--- src/design/noek_pkg.sv ---
package noek_pkg;

  localparam int unsigned NumRounds = 16;
  localparam int unsigned AddrWidth = 5;
  localparam int unsigned DataWidth = 32;

  localparam logic [7:0] RcEncStart = 8'h80;
  localparam logic [7:0] RcDecStart = 8'hD4;
  localparam logic [7:0] RcFwdPoly  = 8'h1B;
  localparam logic [7:0] RcBwdPoly  = 8'h8D;

  localparam logic [2:0] RegKey0 = 3'd0;
  localparam logic [2:0] RegKey1 = 3'd1;
  localparam logic [2:0] RegKey2 = 3'd2;
  localparam logic [2:0] RegKey3 = 3'd3;
  localparam logic [2:0] RegMode = 3'd4;

  typedef struct packed {
    logic [31:0] data_word0;
    logic [31:0] data_word1;
    logic [31:0] data_word2;
    logic [31:0] data_word3;
  } in_word_t;

  typedef struct packed {
    logic [31:0] result_word0;
    logic [31:0] result_word1;
    logic [31:0] result_word2;
    logic [31:0] result_word3;
  } out_word_t;

  // Index 0 is word 0 of the block or key.
  typedef logic [3:0][31:0] blk_t;

  typedef struct packed {
    blk_t key;
    logic decrypt;
  } keyctl_t;

  function automatic logic [31:0] rotl(input logic [31:0] x, input int n);
    return (x << n) | (x >> (32 - n));
  endfunction

  function automatic blk_t theta(input blk_t k, input blk_t a_in);
    blk_t a;
    logic [31:0] t;
    a = a_in;
    t = a[0] ^ a[2];
    t = t ^ rotl(t, 8) ^ rotl(t, 24);
    a[1] = a[1] ^ t;
    a[3] = a[3] ^ t;
    a[0] = a[0] ^ k[0];
    a[1] = a[1] ^ k[1];
    a[2] = a[2] ^ k[2];
    a[3] = a[3] ^ k[3];
    t = a[1] ^ a[3];
    t = t ^ rotl(t, 8) ^ rotl(t, 24);
    a[0] = a[0] ^ t;
    a[2] = a[2] ^ t;
    return a;
  endfunction

  function automatic blk_t gamma_step(input blk_t a_in);
    blk_t a;
    logic [31:0] t;
    a = a_in;
    a[1] = a[1] ^ (~a[3] & ~a[2]);
    a[0] = a[0] ^ (a[2] & a[1]);
    t = a[3];
    a[3] = a[0];
    a[0] = t;
    a[2] = a[2] ^ a[0] ^ a[1] ^ a[3];
    a[1] = a[1] ^ (~a[3] & ~a[2]);
    a[0] = a[0] ^ (a[2] & a[1]);
    return a;
  endfunction

  function automatic blk_t round_fn(input blk_t k, input blk_t a_in,
                                    input logic [7:0] rc1, input logic [7:0] rc2);
    blk_t a;
    a = a_in;
    a[0] = a[0] ^ {24'd0, rc1};
    a = theta(k, a);
    a[0] = a[0] ^ {24'd0, rc2};
    a[1] = rotl(a[1], 1);
    a[2] = rotl(a[2], 5);
    a[3] = rotl(a[3], 2);
    a = gamma_step(a);
    a[1] = rotl(a[1], 31);
    a[2] = rotl(a[2], 27);
    a[3] = rotl(a[3], 30);
    return a;
  endfunction

  function automatic blk_t final_fn(input blk_t k, input blk_t a_in,
                                    input logic [7:0] rc1, input logic [7:0] rc2);
    blk_t a;
    a = a_in;
    a[0] = a[0] ^ {24'd0, rc1};
    a = theta(k, a);
    a[0] = a[0] ^ {24'd0, rc2};
    return a;
  endfunction

  function automatic logic [7:0] rc_fwd(input logic [7:0] rc);
    return rc[7] ? ({rc[6:0], 1'b0} ^ RcFwdPoly) : {rc[6:0], 1'b0};
  endfunction

  function automatic logic [7:0] rc_bwd(input logic [7:0] rc);
    return rc[0] ? ({1'b0, rc[7:1]} ^ RcBwdPoly) : {1'b0, rc[7:1]};
  endfunction

  function automatic logic [7:0] rc_enc(input int r);
    logic [7:0] rc;
    rc = RcEncStart;
    for (int i = 0; i < r; i++) begin
      rc = rc_fwd(rc);
    end
    return rc;
  endfunction

  function automatic logic [7:0] rc_dec(input int r);
    logic [7:0] rc;
    rc = RcDecStart;
    for (int i = 0; i < r; i++) begin
      rc = rc_bwd(rc);
    end
    return rc;
  endfunction

endpackage

--- src/design/noek_key_sched.sv ---
module noek_key_sched (
  input  logic              clk,
  input  noek_pkg::blk_t    cfg_key,
  input  logic              cfg_decrypt,
  output noek_pkg::keyctl_t ctl
);
  import noek_pkg::*;

  localparam blk_t NullKey = '0;

  keyctl_t ctl_next;

  always_comb begin
    ctl_next.decrypt = cfg_decrypt;
    ctl_next.key = cfg_decrypt ? theta(NullKey, cfg_key) : cfg_key;
  end

  always_ff @(posedge clk) begin
    ctl <= ctl_next;
  end

  a_enc_key_direct: assert property (@(posedge clk)
    !$past(cfg_decrypt) |-> ctl.key == $past(cfg_key))
    else $error("encrypt working key differs from the configured key");

endmodule

--- config.mk ---
export PLATFORM = sky130hd
export DESIGN_NAME = noek_key_sched
export DESIGN_NICKNAME = d
export VERILOG_FILES = /design/src/design/noek_pkg.sv /design/src/design/noek_key_sched.sv
export SDC_FILE = /design/constraint.sdc
export NUM_CORES = 1
export LEC_CHECK = 0
export BUFFER_PORTS_ARGS = -buffer_cell sky130_fd_sc_hd__buf_4
export CORE_ASPECT_RATIO = 1.5
export CORE_UTILIZATION = 35
export CTS_CLUSTER_SIZE = 28
export DETAILED_ROUTE_END_ITERATION = 8
export PLACE_DENSITY = 0.6
export SLEW_MARGIN = 20
export SYNTH_ARGS = -nofsm -noshare
export SYNTH_HDL_FRONTEND = slang
export SYNTH_SLANG_ARGS = --single-unit
--- constraint.sdc ---
create_clock -name clk -period 1.83 [get_ports clk]
set_clock_uncertainty 0.1 [all_clocks]
set_input_delay 0.366 -clock clk [delete_from_list [all_inputs] [get_ports clk]]
set_output_delay 0.366 -clock clk [all_outputs]
set_load 0.05 [all_outputs]
**Word level (Yosys, flattened, before mapping)**

Index checks and enable logic that the tools add are counted.

- Bits in registers: 129
- Input bits: 130

- Multiplexer cells: 1
- Bitwise gates (word level): 14

Operator list:

| operator | number |
|---|---|
| $xor A32 B32 Y32 | 10 |
| $mux W128 | 1 |
| $or A32 B24 Y32 | 2 |
| $or A32 B8 Y32 | 2 |

**Longest topological paths before layout**

Gate-level depths: netlist (run 1).

- Depth in word-level cells: 11
- Mapped depth: 5
- Gate-level depth less buffers: 4

**Worst setup path after synthesis (run 1)**

OpenSTA, ideal clock, no wires.

- Kind: input-to-reg
- Start point: in cfg_key[75] in the netlist's numbering
- End point: reg ctl[100] in the netlist's numbering
- Stages on the path: 4
- Arrival time: 1.242 ns
- Data required time: 1.612 ns
- Slack: 0.370 ns
- Setup time: 0.118 ns
- Cell sequence: xnor2_1 xnor2_1 mux2_4 xnor2_1

RTL lines:

| element | line | source |
|---|---|---|
| start, declared | noek_key_sched.sv:3 | `input noek_pkg::blk_t cfg_key,` |
| end signal, assigned | noek_key_sched.sv:19 | `ctl <= ctl_next;` |
| end, declared | noek_key_sched.sv:5 | `output noek_pkg::keyctl_t ctl` |

**Final worst setup path (run 1)**

- Start point: reg ctl[29] in the netlist's numbering
- End point: out ctl[29] in the netlist's numbering

No word-level cell between the ends.

==> results of run 1 <==
-- routing by layer --
layer	GRT usage, %	part of all wire [%]
met4	7.985	2.0
met1	15.05	33
met5	0	0
met3	4.051	5.6
met2	31.25	59
-- cell families after synthesis --
family                    Yosys count  synth area share [%]
xor gates and xnor gates          240                 42.67
DFF                               129                 41.39
and+or+nand+nor                    96                 7.379
muxes                              32                 7.700
buffers and inverters              10                0.8622
-- stage by stage --
step | cell area, um2 | utilization [%] | total power [mW] | hold slack, ns | std cells
after global placement | 8452 | 48.51 | 9.189 | 0.4710 | 973
final | 9004 | 51.68 | 12.29 | 0.04940 | 1005
after detailed placement | 8452 | 48.51 | 9.252 | 0.4736 | 973
after global routing | 9004 | 51.68 | 12.82 | 0.02683 | 1005
after floorplan | 6240 | - | 7.605 | 0.2937 | 507
after CTS | 9004 | 51.68 | 12.46 | 0.01945 | 1005
-- layout make-up --
cell class                      count  area, um2
Multi-Input combinational cell    368       3603
Tap cell                          213      266.5
Clock buffer                       23      467.9
Fill cell                        1610       8418
Clock inverter                      9      83.83
Sequential cell                   129       2582
Timing Repair Buffer              263       1999
-- path summary, 6_finish.rpt --
| kind | from | endpoint |
|---|---|---|
| setup / recovery | ctl[29] | ctl[29] |
| hold / removal | cfg_key[90] | ctl[91] |
-- synth_stat cells (all sizes together) --
cell      n  area (um2)
xnor3    32       720.7
buf       7       42.54
xnor2   208        1942
mux2     32       480.5
clkbuf    3       11.26
nand2    64       260.3
nand2b   32       200.2
dfxtp   129        2582
-- power by group through the flow --
stage                     clock [mW]  combinational (mW)  sequential, mW
after floorplan                    0                1.66            5.94
after global placement             0                5.49            3.70
after detailed placement           0                5.54            3.71
after CTS                       3.25                5.55            3.66
after global routing            3.37                5.75            3.70
final                           3.15                5.49            3.65
==> results.txt, run 1 <==
----------------------------------------------------
[Outcome]
  Status ... finished, violations left
  Failing checks ... design-rule violations

[Worst setup path]
  Worst path cell trace ... buf_4
  Max stage delay cell, worst path ... dfxtp_1
  Arrival time of data at the critical path endpoint ... 0.96 ns
  Delay of the slowest cell on the worst path ... 0.35 ns
  Critical path data required time ... 1.36 ns
  Top delay family on crit path ... flip-flops
  Worst Path Class, Setup ... flop to output port
  Critical path buffers and inverters ... 1
  Startpoint kind of the worst setup timing path ... flop
  WP depth ... 1
  Critical-path maximum fanout ... 1
  Worst setup EP type ... output port

[Pwr]
  Leak pwr ... 4.153 nW
  Power density normalized to cell area ... 1365 mW/mm2
  Part of the total power dissipated in sequential elements ... 29.7%
  Switching part of the total power ... 38.97%
  Clk network pwr share ... 25.6%
  Peak VDD IR ... 706.1 uV
  Switching power of the nets ... 4.790 mW
  Internal ... 7.500 mW
  Combinational share of power ... 44.7%

[CTS]
  Number of sinks handled by clock tree synthesis ... 129
  Post-CTS Setup Repair Bufs ... 0
  # H-tree levels ... 4
  Register clock-pin slew on the reported worst setup and hold paths ... 0.06 ns
  Count of hold buffers inserted by post-cts repair ... 0
  CTS tree ... done
  Clock root buffer ... clkbuf_16
  Post_cts resized ... 0
  Cts bufs inserted ... 17
  Buffers from clock root to sink, at most ... 2

[Yosys]
  Proportion of synthesized chip area in sequential cells ... 41.39%
  Post-Syn Area ... 0.006240 mm2
  #FFs+latches synth ... 129
  Post-Synthesis Net Count ... 637
  Cells after synthesis ... 507
  Count of different cell masters after synthesis ... 11
  Yosys warning total ... 0
  Syn_area_per_cell ... 12.31 um2

[Die]
  Die height ... 165.5 um
  Ports placed on the boundary ... 259
  Total number of placement rows ... 59
  Initial core utilization ... 35.82%
  Core region area ... 0.01742 mm2
  Die Area ... 0.01838 mm2
  Width of the die ... 111.0 um

[Layout]
  Antenna diode count ... 0
  Most used cells in the layout excluding fill and tap cells ... 261 x buf_4, 192 x xnor2_1, 129 x dfxtp_1, 56 x nand2_1
  Area growth from synthesis to layout ... 44.30%
  Fraction of layout cells with a size suffix above 1 ... 43.81%
  Flip-flop count of the largest register, all copies and words added ... 129
  Final #Nets ... 909
  Reg with most FFs ... ctl
  Leading registers by flop count ... ctl (129)
  Commonest non-fill, non-tap cell in the layout ... buf_4

[Global routing]
  Number of antenna violations at the first check in global routing ... 0
  Number of global-route vias before repair ... 4509
  Pin count of the biggest net entering global routing ... 38
  Total congestion overflow ... 0
  Global-route wire length before repair ... 21.96 mm
  Global Route Usage Sum ... 15.81%

[STA]
  Time the worst path needs with I/O delays and setup ... 1.424 ns
  Summed negative setup slack over all endpoints ... 0 ns
  Number of endpoints failing setup at the final stage ... 0
  Final Worst Setup Slack ... 0.4063 ns
  Final period util ... 77.80%
  Number of pins exceeding their max-slew limit in the final report ... 0
  Relative slew slack ... 73.42%
  Tightest Pin Transition ... 0.3959 ns
  Final Hold Fails ... 0
  F_max ... 702.4 MHz
  RSZ-0062 raised after global routing ... no

[Placed design]
  Final Wtd Congestion ... 0.7787
  DPL Wire Length ... 11.99 mm
  Setup WS pre-CTS ... 0.01155 ns
  Port Buf Inserts ... 258

[Detailed routing]
  Remaining antenna violation count ... 0
  Number of iterations in the first detailed-routing pass ... 7
  Post-route DRC violation count ... 32
  WL final ... 14.50 mm
  DRC marker count from the first detailed-route iteration ... 179
  Per-cell via count in the routed design ... 4.249
  Total number of vias ... 4270
  Mean routed wirelength per cell ... 14.42 um

[Flow run]
  Max-Cap Viols ... 0

[Hold path]
  Number of cells on the worst hold path ... 2
  Kind of path behind the tightest hold check ... input port to flop

----------------------------------------------------
No activity file was read; power rests on OpenSTA's default activity.
==> run 2: changes to the inputs <==
PLACE_DENSITY = 0.63   (was 0.6)
clock period = 1.21 ns   (was 1.83 ns; I/O delays follow)
==> run 2 against run 1 <==
  * Die area is the same
  * Setup slack worse by 0.46 ns
  * Clock power grew 76%
  * Highest routed layer unchanged
  * Critical path type unchanged
  * Wire length up 22%
  * The flow finishes with violations (design-rule violations, negative setup slack)
  * Flip-flop and latch count did not move
  * First-iteration DRC count decreased by 22%
==> results.txt, run 2 (synthesis results as in run 1) <==
----------------------------------------------------
[Worst setup path]
  Arrival time of data at the critical path endpoint ... 0.92 ns (-0.04 ns)
  Top delay family on crit path ... flip-flops
  Worst setup EP type ... output port
  Max stage delay cell, worst path ... dfxtp_2
  Critical path data required time ... 0.87 ns (-0.49 ns)
  Delay of the slowest cell on the worst path ... 0.35 ns (about the same)
  Startpoint kind of the worst setup timing path ... flop
  Worst Path Class, Setup ... flop to output port
  Critical path buffers and inverters ... 1 (unchanged)
  Worst path cell trace ... buf_8
  Critical-path maximum fanout ... 1 (unchanged)

[Detailed routing]
  Post-route DRC violation count ... 28 (-13%)
  WL final ... 17.63 mm (+22%)
  Mean routed wirelength per cell ... 15.26 um (+5.8%)
  DRC marker count from the first detailed-route iteration ... 140 (-22%)
  Number of iterations in the first detailed-routing pass ... 6 (-1)
  Total number of vias ... 4908 (+15%)
  Per-cell via count in the routed design ... 4.249 (about the same)
  Remaining antenna violation count ... 0 (unchanged)

[Outcome]
  Failing checks ... design-rule violations, negative setup slack
  Status ... finished, violations left

[STA]
  Tightest Pin Transition ... 0.3133 ns (-0.08262 ns)
  Number of pins exceeding their max-slew limit in the final report ... 0 (unchanged)
  Number of endpoints failing setup at the final stage ... 129 (+129)
  Final Hold Fails ... 0 (unchanged)
  Time the worst path needs with I/O delays and setup ... 1.264 ns
  RSZ-0062 raised after global routing ... yes
  F_max ... 790.8 MHz
  Final Worst Setup Slack ... -0.05450 ns (-0.4608 ns)
  Relative slew slack ... 79.01% (+5.6 points)
  Final period util ... 104.5%

[Layout]
  Most used cells in the layout excluding fill and tap cells ... 254 x buf_4, 129 x dfxtp_2, 128 x xnor2_1, 94 x buf_8, 56 x nand2_1
  Final #Nets ... 1059 (+17%)
  Cell Count, Final, Fillers Out ... 1155 (+15%)
  Core utilization of the finished layout ... 69.59% (+18 points)
  Commonest non-fill, non-tap cell in the layout ... buf_4
  Flip-flop count of the largest register, all copies and words added ... 129 (unchanged)
  Antenna diode count ... 0 (unchanged)
  Reg with most FFs ... ctl
  Area growth from synthesis to layout ... 94.30%
  Leading registers by flop count ... ctl (129)
  Fraction of layout cells with a size suffix above 1 ... 70.59% (+27 points)
  Fill cell count ... 1179 (-27%)

[Hold path]
  Kind of path behind the tightest hold check ... input port to flop
  End point of the worst hold path ... ctl[122]
  Startpoint of the lowest-slack hold path ... cfg_key[121]
  Number of cells on the worst hold path ... 3 (+1)

[Global routing]
  GR Util met3 ... 4.891% (+0.84 points)
  Pin count of the biggest net entering global routing ... 34 (-11%)
  Met2 Resource Use GR ... 39.62% (+8.4 points)
  Number of global-route vias before repair ... 5561 (+23%)
  Total congestion overflow ... 0 (unchanged)
  Layer with the highest usage ... met2
  Global Route Usage Sum ... 19.60% (+3.8 points)
  Global-route wire length before repair ... 27.12 mm (+23%)
  Met1 Resource Use GR ... 17.48% (+2.4 points)
  Number of antenna violations at the first check in global routing ... 0 (unchanged)

[Pwr]
  Peak VDD IR ... 921.8 uV (+31%)
  Tot Pwr ... 21.98 mW (+79%)
  Power density normalized to cell area ... 1813 mW/mm2 (+33%)
  Leak pwr ... 5.600 nW (+35%)

[CTS]
  Register clock-pin slew on the reported worst setup and hold paths ... 0.06 ns (about the same)
  Cts bufs inserted ... 17 (unchanged)
  Buffers from clock root to sink, at most ... 2 (unchanged)
  Clock root buffer ... clkbuf_16
  CTS tree ... done
  # H-tree levels ... 4 (unchanged)
  Number of sinks handled by clock tree synthesis ... 129 (unchanged)

[Die]
  Total number of placement rows ... 59 (unchanged)
  Die Area ... 0.01838 mm2 (unchanged)
  Ports placed on the boundary ... 259 (unchanged)
  Width of the die ... 111.0 um (unchanged)
  Initial core utilization ... 35.82% (unchanged)
  Core region area ... 0.01742 mm2 (unchanged)
  Die height ... 165.5 um (unchanged)

[Placed design]
  Port Buf Inserts ... 258 (unchanged)
  DPL Wire Length ... 13.66 mm (+14%)
  DP Cell Count ... 1095 (+13%)
  Final Wtd Congestion ... 0.7756 (-0.40%)

[Flow run]
  Max-Cap Viols ... 0 (unchanged)

----------------------------------------------------
-- run 2: worst max path at each step --
stage,from,to,cells past startpoint,slack [ns]
after floorplan,cfg_key[78],ctl[103],4,-0.04
after global placement,cfg_key[102],ctl[31],5,-0.26
after detailed placement,cfg_key[83],ctl[60],5,-0.30
after CTS,ctl[56],ctl[56],1,-0.07
after global routing,ctl[31],ctl[31],1,-0.08
final,ctl[27],ctl[27],1,-0.05
-- run 2: power breakdown --
group          leakage [nW]  switching (mW)  internal (mW)
combinational          4.20            5.46           4.93
sequential             1.09           0.603           5.44
clock                 0.307            1.98           3.57
total                  5.60            8.04           13.9
-- run 2: worst min-delay path, delay by kind of cell --
family,cells,cell delay (ns)
buffers and inverters,2,0.20
XOR/XNOR,1,0.06
-- run 2: what timing repair did --
| action | 4_1_cts | 5_1_grt |
|---|---|---|
| hold endpoints to repair | 28 | 0 |
| setup buffers | 0 | 0 |
| resized for setup | 336 | 16 |
| setup endpoints to repair | 129 | 129 |
| hold buffers | 28 | 0 |
| pin swaps | 0 | 0 |
-- run 2: area by class of cell --
| type | count | area [um2] | area share [%] |
|---|---|---|---|
| multi-input cells | 368 | 4444 | 36.66 |
| repair buffers | 413 | 4033 | 33.26 |
| flip-flops and latches | 129 | 2744 | 22.63 |
| clock buffers | 20 | 456.7 | 3.767 |
| well taps | 213 | 266.5 | 2.198 |
| clock inverters | 12 | 180.2 | 1.486 |
-- run 2: layer usage --
metal	vias to the layer above	share of wire [%]	wire [um]
met4	0	4.1	730
met2	161	60	10510
met1	2262	31	5489
li1	2445	-	-
met3	40	5.1	899
met5	-	0	0
-- run 2: per-stage QoR --
stage / instance area [um2] / setup slack [ns] / hold WS, ns / setup TNS [ns]
floorplan: 7081 / -0.03687 / 0.1697 / -2.205
global placement: 10210 / -0.2572 / 0.3607 / -27.92
detailed placement: 10210 / -0.3005 / 0.3637 / -30.83
CTS: 12060 / -0.06789 / 0.00009237 / -5.807
global route: 12120 / -0.08052 / 0.002358 / -7.383
finish: 12120 / -0.05450 / 0.01830 / -3.064
==> run 3: changes to the inputs <==
ABC_CLOCK_PERIOD_IN_PS = 1210   (was default)
CTS_BUF_LIST = sky130_fd_sc_hd__clkbuf_4 sky130_fd_sc_hd__clkbuf_8   (was default)
==> run 3 against run 2 <==
  * The flow still finishes with violations (design-rule violations, negative setup slack)
  * Wire length increased by 9.0%
  * Clock-buffer cell count is the same
  * Cell count up 7.2%
  * Core utilization up 3.7 points
  * Global-route usage is 1.8 points higher
  * Setup slack got worse by 0.016 ns
  * Sequential power hardly changed
  * Die area is the same
==> results.txt, run 3 (synthesis results as in run 1) <==
----------------------------------------------------
[STA]
  Time the worst path needs with I/O delays and setup ... 1.281 ns (+0.01646 ns)
  Number of pins exceeding their max-slew limit in the final report ... 0 (unchanged)
  Number of endpoints failing setup at the final stage ... 129 (unchanged)
  Tightest Pin Transition ... 0.3203 ns (+0.006950 ns)
  Final period util ... 105.9% (+1.4 points)
  F_max ... 780.7 MHz (-1.3%)
  Relative slew slack ... 78.54% (-0.47 points)
  Final Worst Setup Slack ... -0.07095 ns (-0.01646 ns)
  Final Hold Fails ... 0 (unchanged)
  RSZ-0062 raised after global routing ... yes

[Detailed routing]
  Number of iterations in the first detailed-routing pass ... 7 (+1)
  Highest routing layer actually used ... met4
  WL met1 ... 6.154 mm (+12%)
  Post-route DRC violation count ... 28 (unchanged)
  WL final ... 19.21 mm (+9.0%)
  Total number of vias ... 5262 (+7.2%)
  Per-cell via count in the routed design ... 4.250 (about the same)
  Mean routed wirelength per cell ... 15.52 um (+1.7%)
  DRC marker count from the first detailed-route iteration ... 162 (+16%)
  Remaining antenna violation count ... 0 (unchanged)
  Met2 Wirelength ... 11.15 mm (+6.1%)
  Routed wl met3 ... 856 um (-4.8%)

[CTS]
  Register clock-pin slew on the reported worst setup and hold paths ... 0.08 ns (+0.02 ns)
  Number of sinks handled by clock tree synthesis ... 129 (unchanged)
  Post-CTS Setup Repair Bufs ... 0 (unchanged)
  Cts bufs inserted ... 17 (unchanged)
  Clock root buffer ... clkbuf_8
  # H-tree levels ... 4 (unchanged)
  Buffers from clock root to sink, at most ... 2 (unchanged)
  CTS tree ... done

[Layout]
  Commonest non-fill, non-tap cell in the layout ... buf_4
  Final #Nets ... 1141 (+7.7%)
  Area of the multi-input gates ... 0.004444 mm2 (unchanged)
  Most used cells in the layout excluding fill and tap cells ... 254 x buf_4, 129 x dfxtp_2, 128 x xnor2_1, 110 x dlygate4sd3_1, 98 x buf_8
  Fraction of layout cells with a size suffix above 1 ... 65.04% (-5.6 points)
  Leading registers by flop count ... ctl (129)
  Flip-flop count of the largest register, all copies and words added ... 129 (unchanged)
  Fill cell count ... 1094 (-7.2%)
  Reg with most FFs ... ctl
  Area of all sequential standard cells ... 0.002744 mm2 (unchanged)
  Area growth from synthesis to layout ... 104.7%
  Post-route cell area ... 0.01277 mm2 (+5.4%)
  Core utilization of the finished layout ... 73.33% (+3.7 points)

[Pwr]
  Combinational share of power ... 51.0% (+3.7 points)
  Switching power of the nets ... 7.956 mW (-1.0%)
  Peak VDD IR ... 1234 uV (+34%)
  Internal ... 12.95 mW (-7.1%)
  Tot Pwr ... 20.91 mW (-4.9%)
  Part of the total power dissipated in sequential elements ... 28.9% (+1.4 points)
  Leak pwr ... 5.865 nW (+4.7%)
  Clk network pwr share ... 20.1% (-5.1 points)
  Power density normalized to cell area ... 1637 mW/mm2 (-9.7%)
  Switching part of the total power ... 38.05% (+1.5 points)

[Placed design]
  Port Buf Inserts ... 258 (unchanged)
  DPL Wire Length ... 13.66 mm (unchanged)
  Final Wtd Congestion ... 0.7756 (unchanged)
  Dpl cell area ... 0.01021 mm2 (unchanged)

[Die]
  Core region area ... 0.01742 mm2 (unchanged)
  Width of the die ... 111.0 um (unchanged)
  Initial core utilization ... 35.82% (unchanged)
  Ports placed on the boundary ... 259 (unchanged)
  Total number of placement rows ... 59 (unchanged)
  Die height ... 165.5 um (unchanged)
  Die Area ... 0.01838 mm2 (unchanged)

[Worst setup path]
  Worst path cell trace ... buf_8
  Critical path data required time ... 0.87 ns (about the same)
  Worst Path Class, Setup ... flop to output port
  Max stage delay cell, worst path ... dfxtp_2
  Arrival time of data at the critical path endpoint ... 0.94 ns (+0.02 ns)
  Critical path buffers and inverters ... 1 (unchanged)
  Top delay family on crit path ... flip-flops
  Critical-path maximum fanout ... 1 (unchanged)
  Startpoint kind of the worst setup timing path ... flop
  Worst setup EP type ... output port
  Delay of the slowest cell on the worst path ... 0.36 ns (about the same)

[Outcome]
  Failing checks ... design-rule violations, negative setup slack
  Status ... finished, violations left

[Global routing]
  Global-route wire length before repair ... 30.02 mm (+11%)
  Number of antenna violations at the first check in global routing ... 1 (+1)
  Number of global-route vias before repair ... 6049 (+8.8%)
  Total congestion overflow ... 0 (unchanged)
  Pin count of the biggest net entering global routing ... 34 (unchanged)
  Global Route Usage Sum ... 21.40% (+1.8 points)

[Flow run]
  Max-Cap Viols ... 0 (unchanged)

[Hold path]
  Kind of path behind the tightest hold check ... input port to flop

----------------------------------------------------
run 3: changes by cell type in the layout (fill, tap and decap cells not counted):
cell	change
buf_6	-4
buf_8	+4
clkbuf_1	-1
clkbuf_16	-17
clkbuf_4	+1
clkbuf_8	+17
diode_2	+1
dlygate4sd3_1	+82
run 3: through the flow:
step           setup TNS, ns  setup WS, ns  cells  hold slack, ns
2_1_floorplan         -2.205      -0.03687    507          0.1697
3_3_place_gp          -27.92       -0.2572   1095          0.3607
3_5_place_dp          -30.83       -0.3005   1095          0.3637
4_1_cts               -10.37       -0.1033   1237       0.0004710
5_1_grt               -11.82       -0.1177   1238        0.006518
6_report              -6.095      -0.07095   1238         0.02352
run 3: timing repair:
item                                   CTS  global route
setup endpoints to repair              129           129
hold buffers                           110             0
endpoints found under the hold margin  110             0
gates cloned                             0             0
gates resized for setup                337            19
run 3: final timing paths:
check | start | endpoint | slack, ns | cells after the start
worst max-delay path | ctl[56] | ctl[56] | -0.07 | 1
worst min-delay path | cfg_key[44] | ctl[45] | 0.02 | 3
run 3: final cells by class:
class	count	share of cell area (%)
sequential	129	21.48
multi-input combinational	368	34.79
clock buffer	20	2.106
tap	213	2.086
clock inverter	12	1.410
antenna	1	0.01959
timing repair buffer	495	38.11
run 3: routing by layer:
layer	vias to the layer above	track usage [%]
li1	2610	-
met1	2424	19.76
met2	171	42.57
met3	57	4.635
met4	0	13.21
met5	-	0
run 3: power by group through the flow:
stage | logic [mW] | clock network (mW) | registers (mW)
floorplan | 2.85 | 0 | 8.99
global placement | 9.08 | 0 | 5.59
detailed placement | 9.20 | 0 | 5.61
CTS | 10.5 | 4.28 | 6.02
global route | 11.1 | 4.49 | 6.14
finish | 10.7 | 4.19 | 6.05
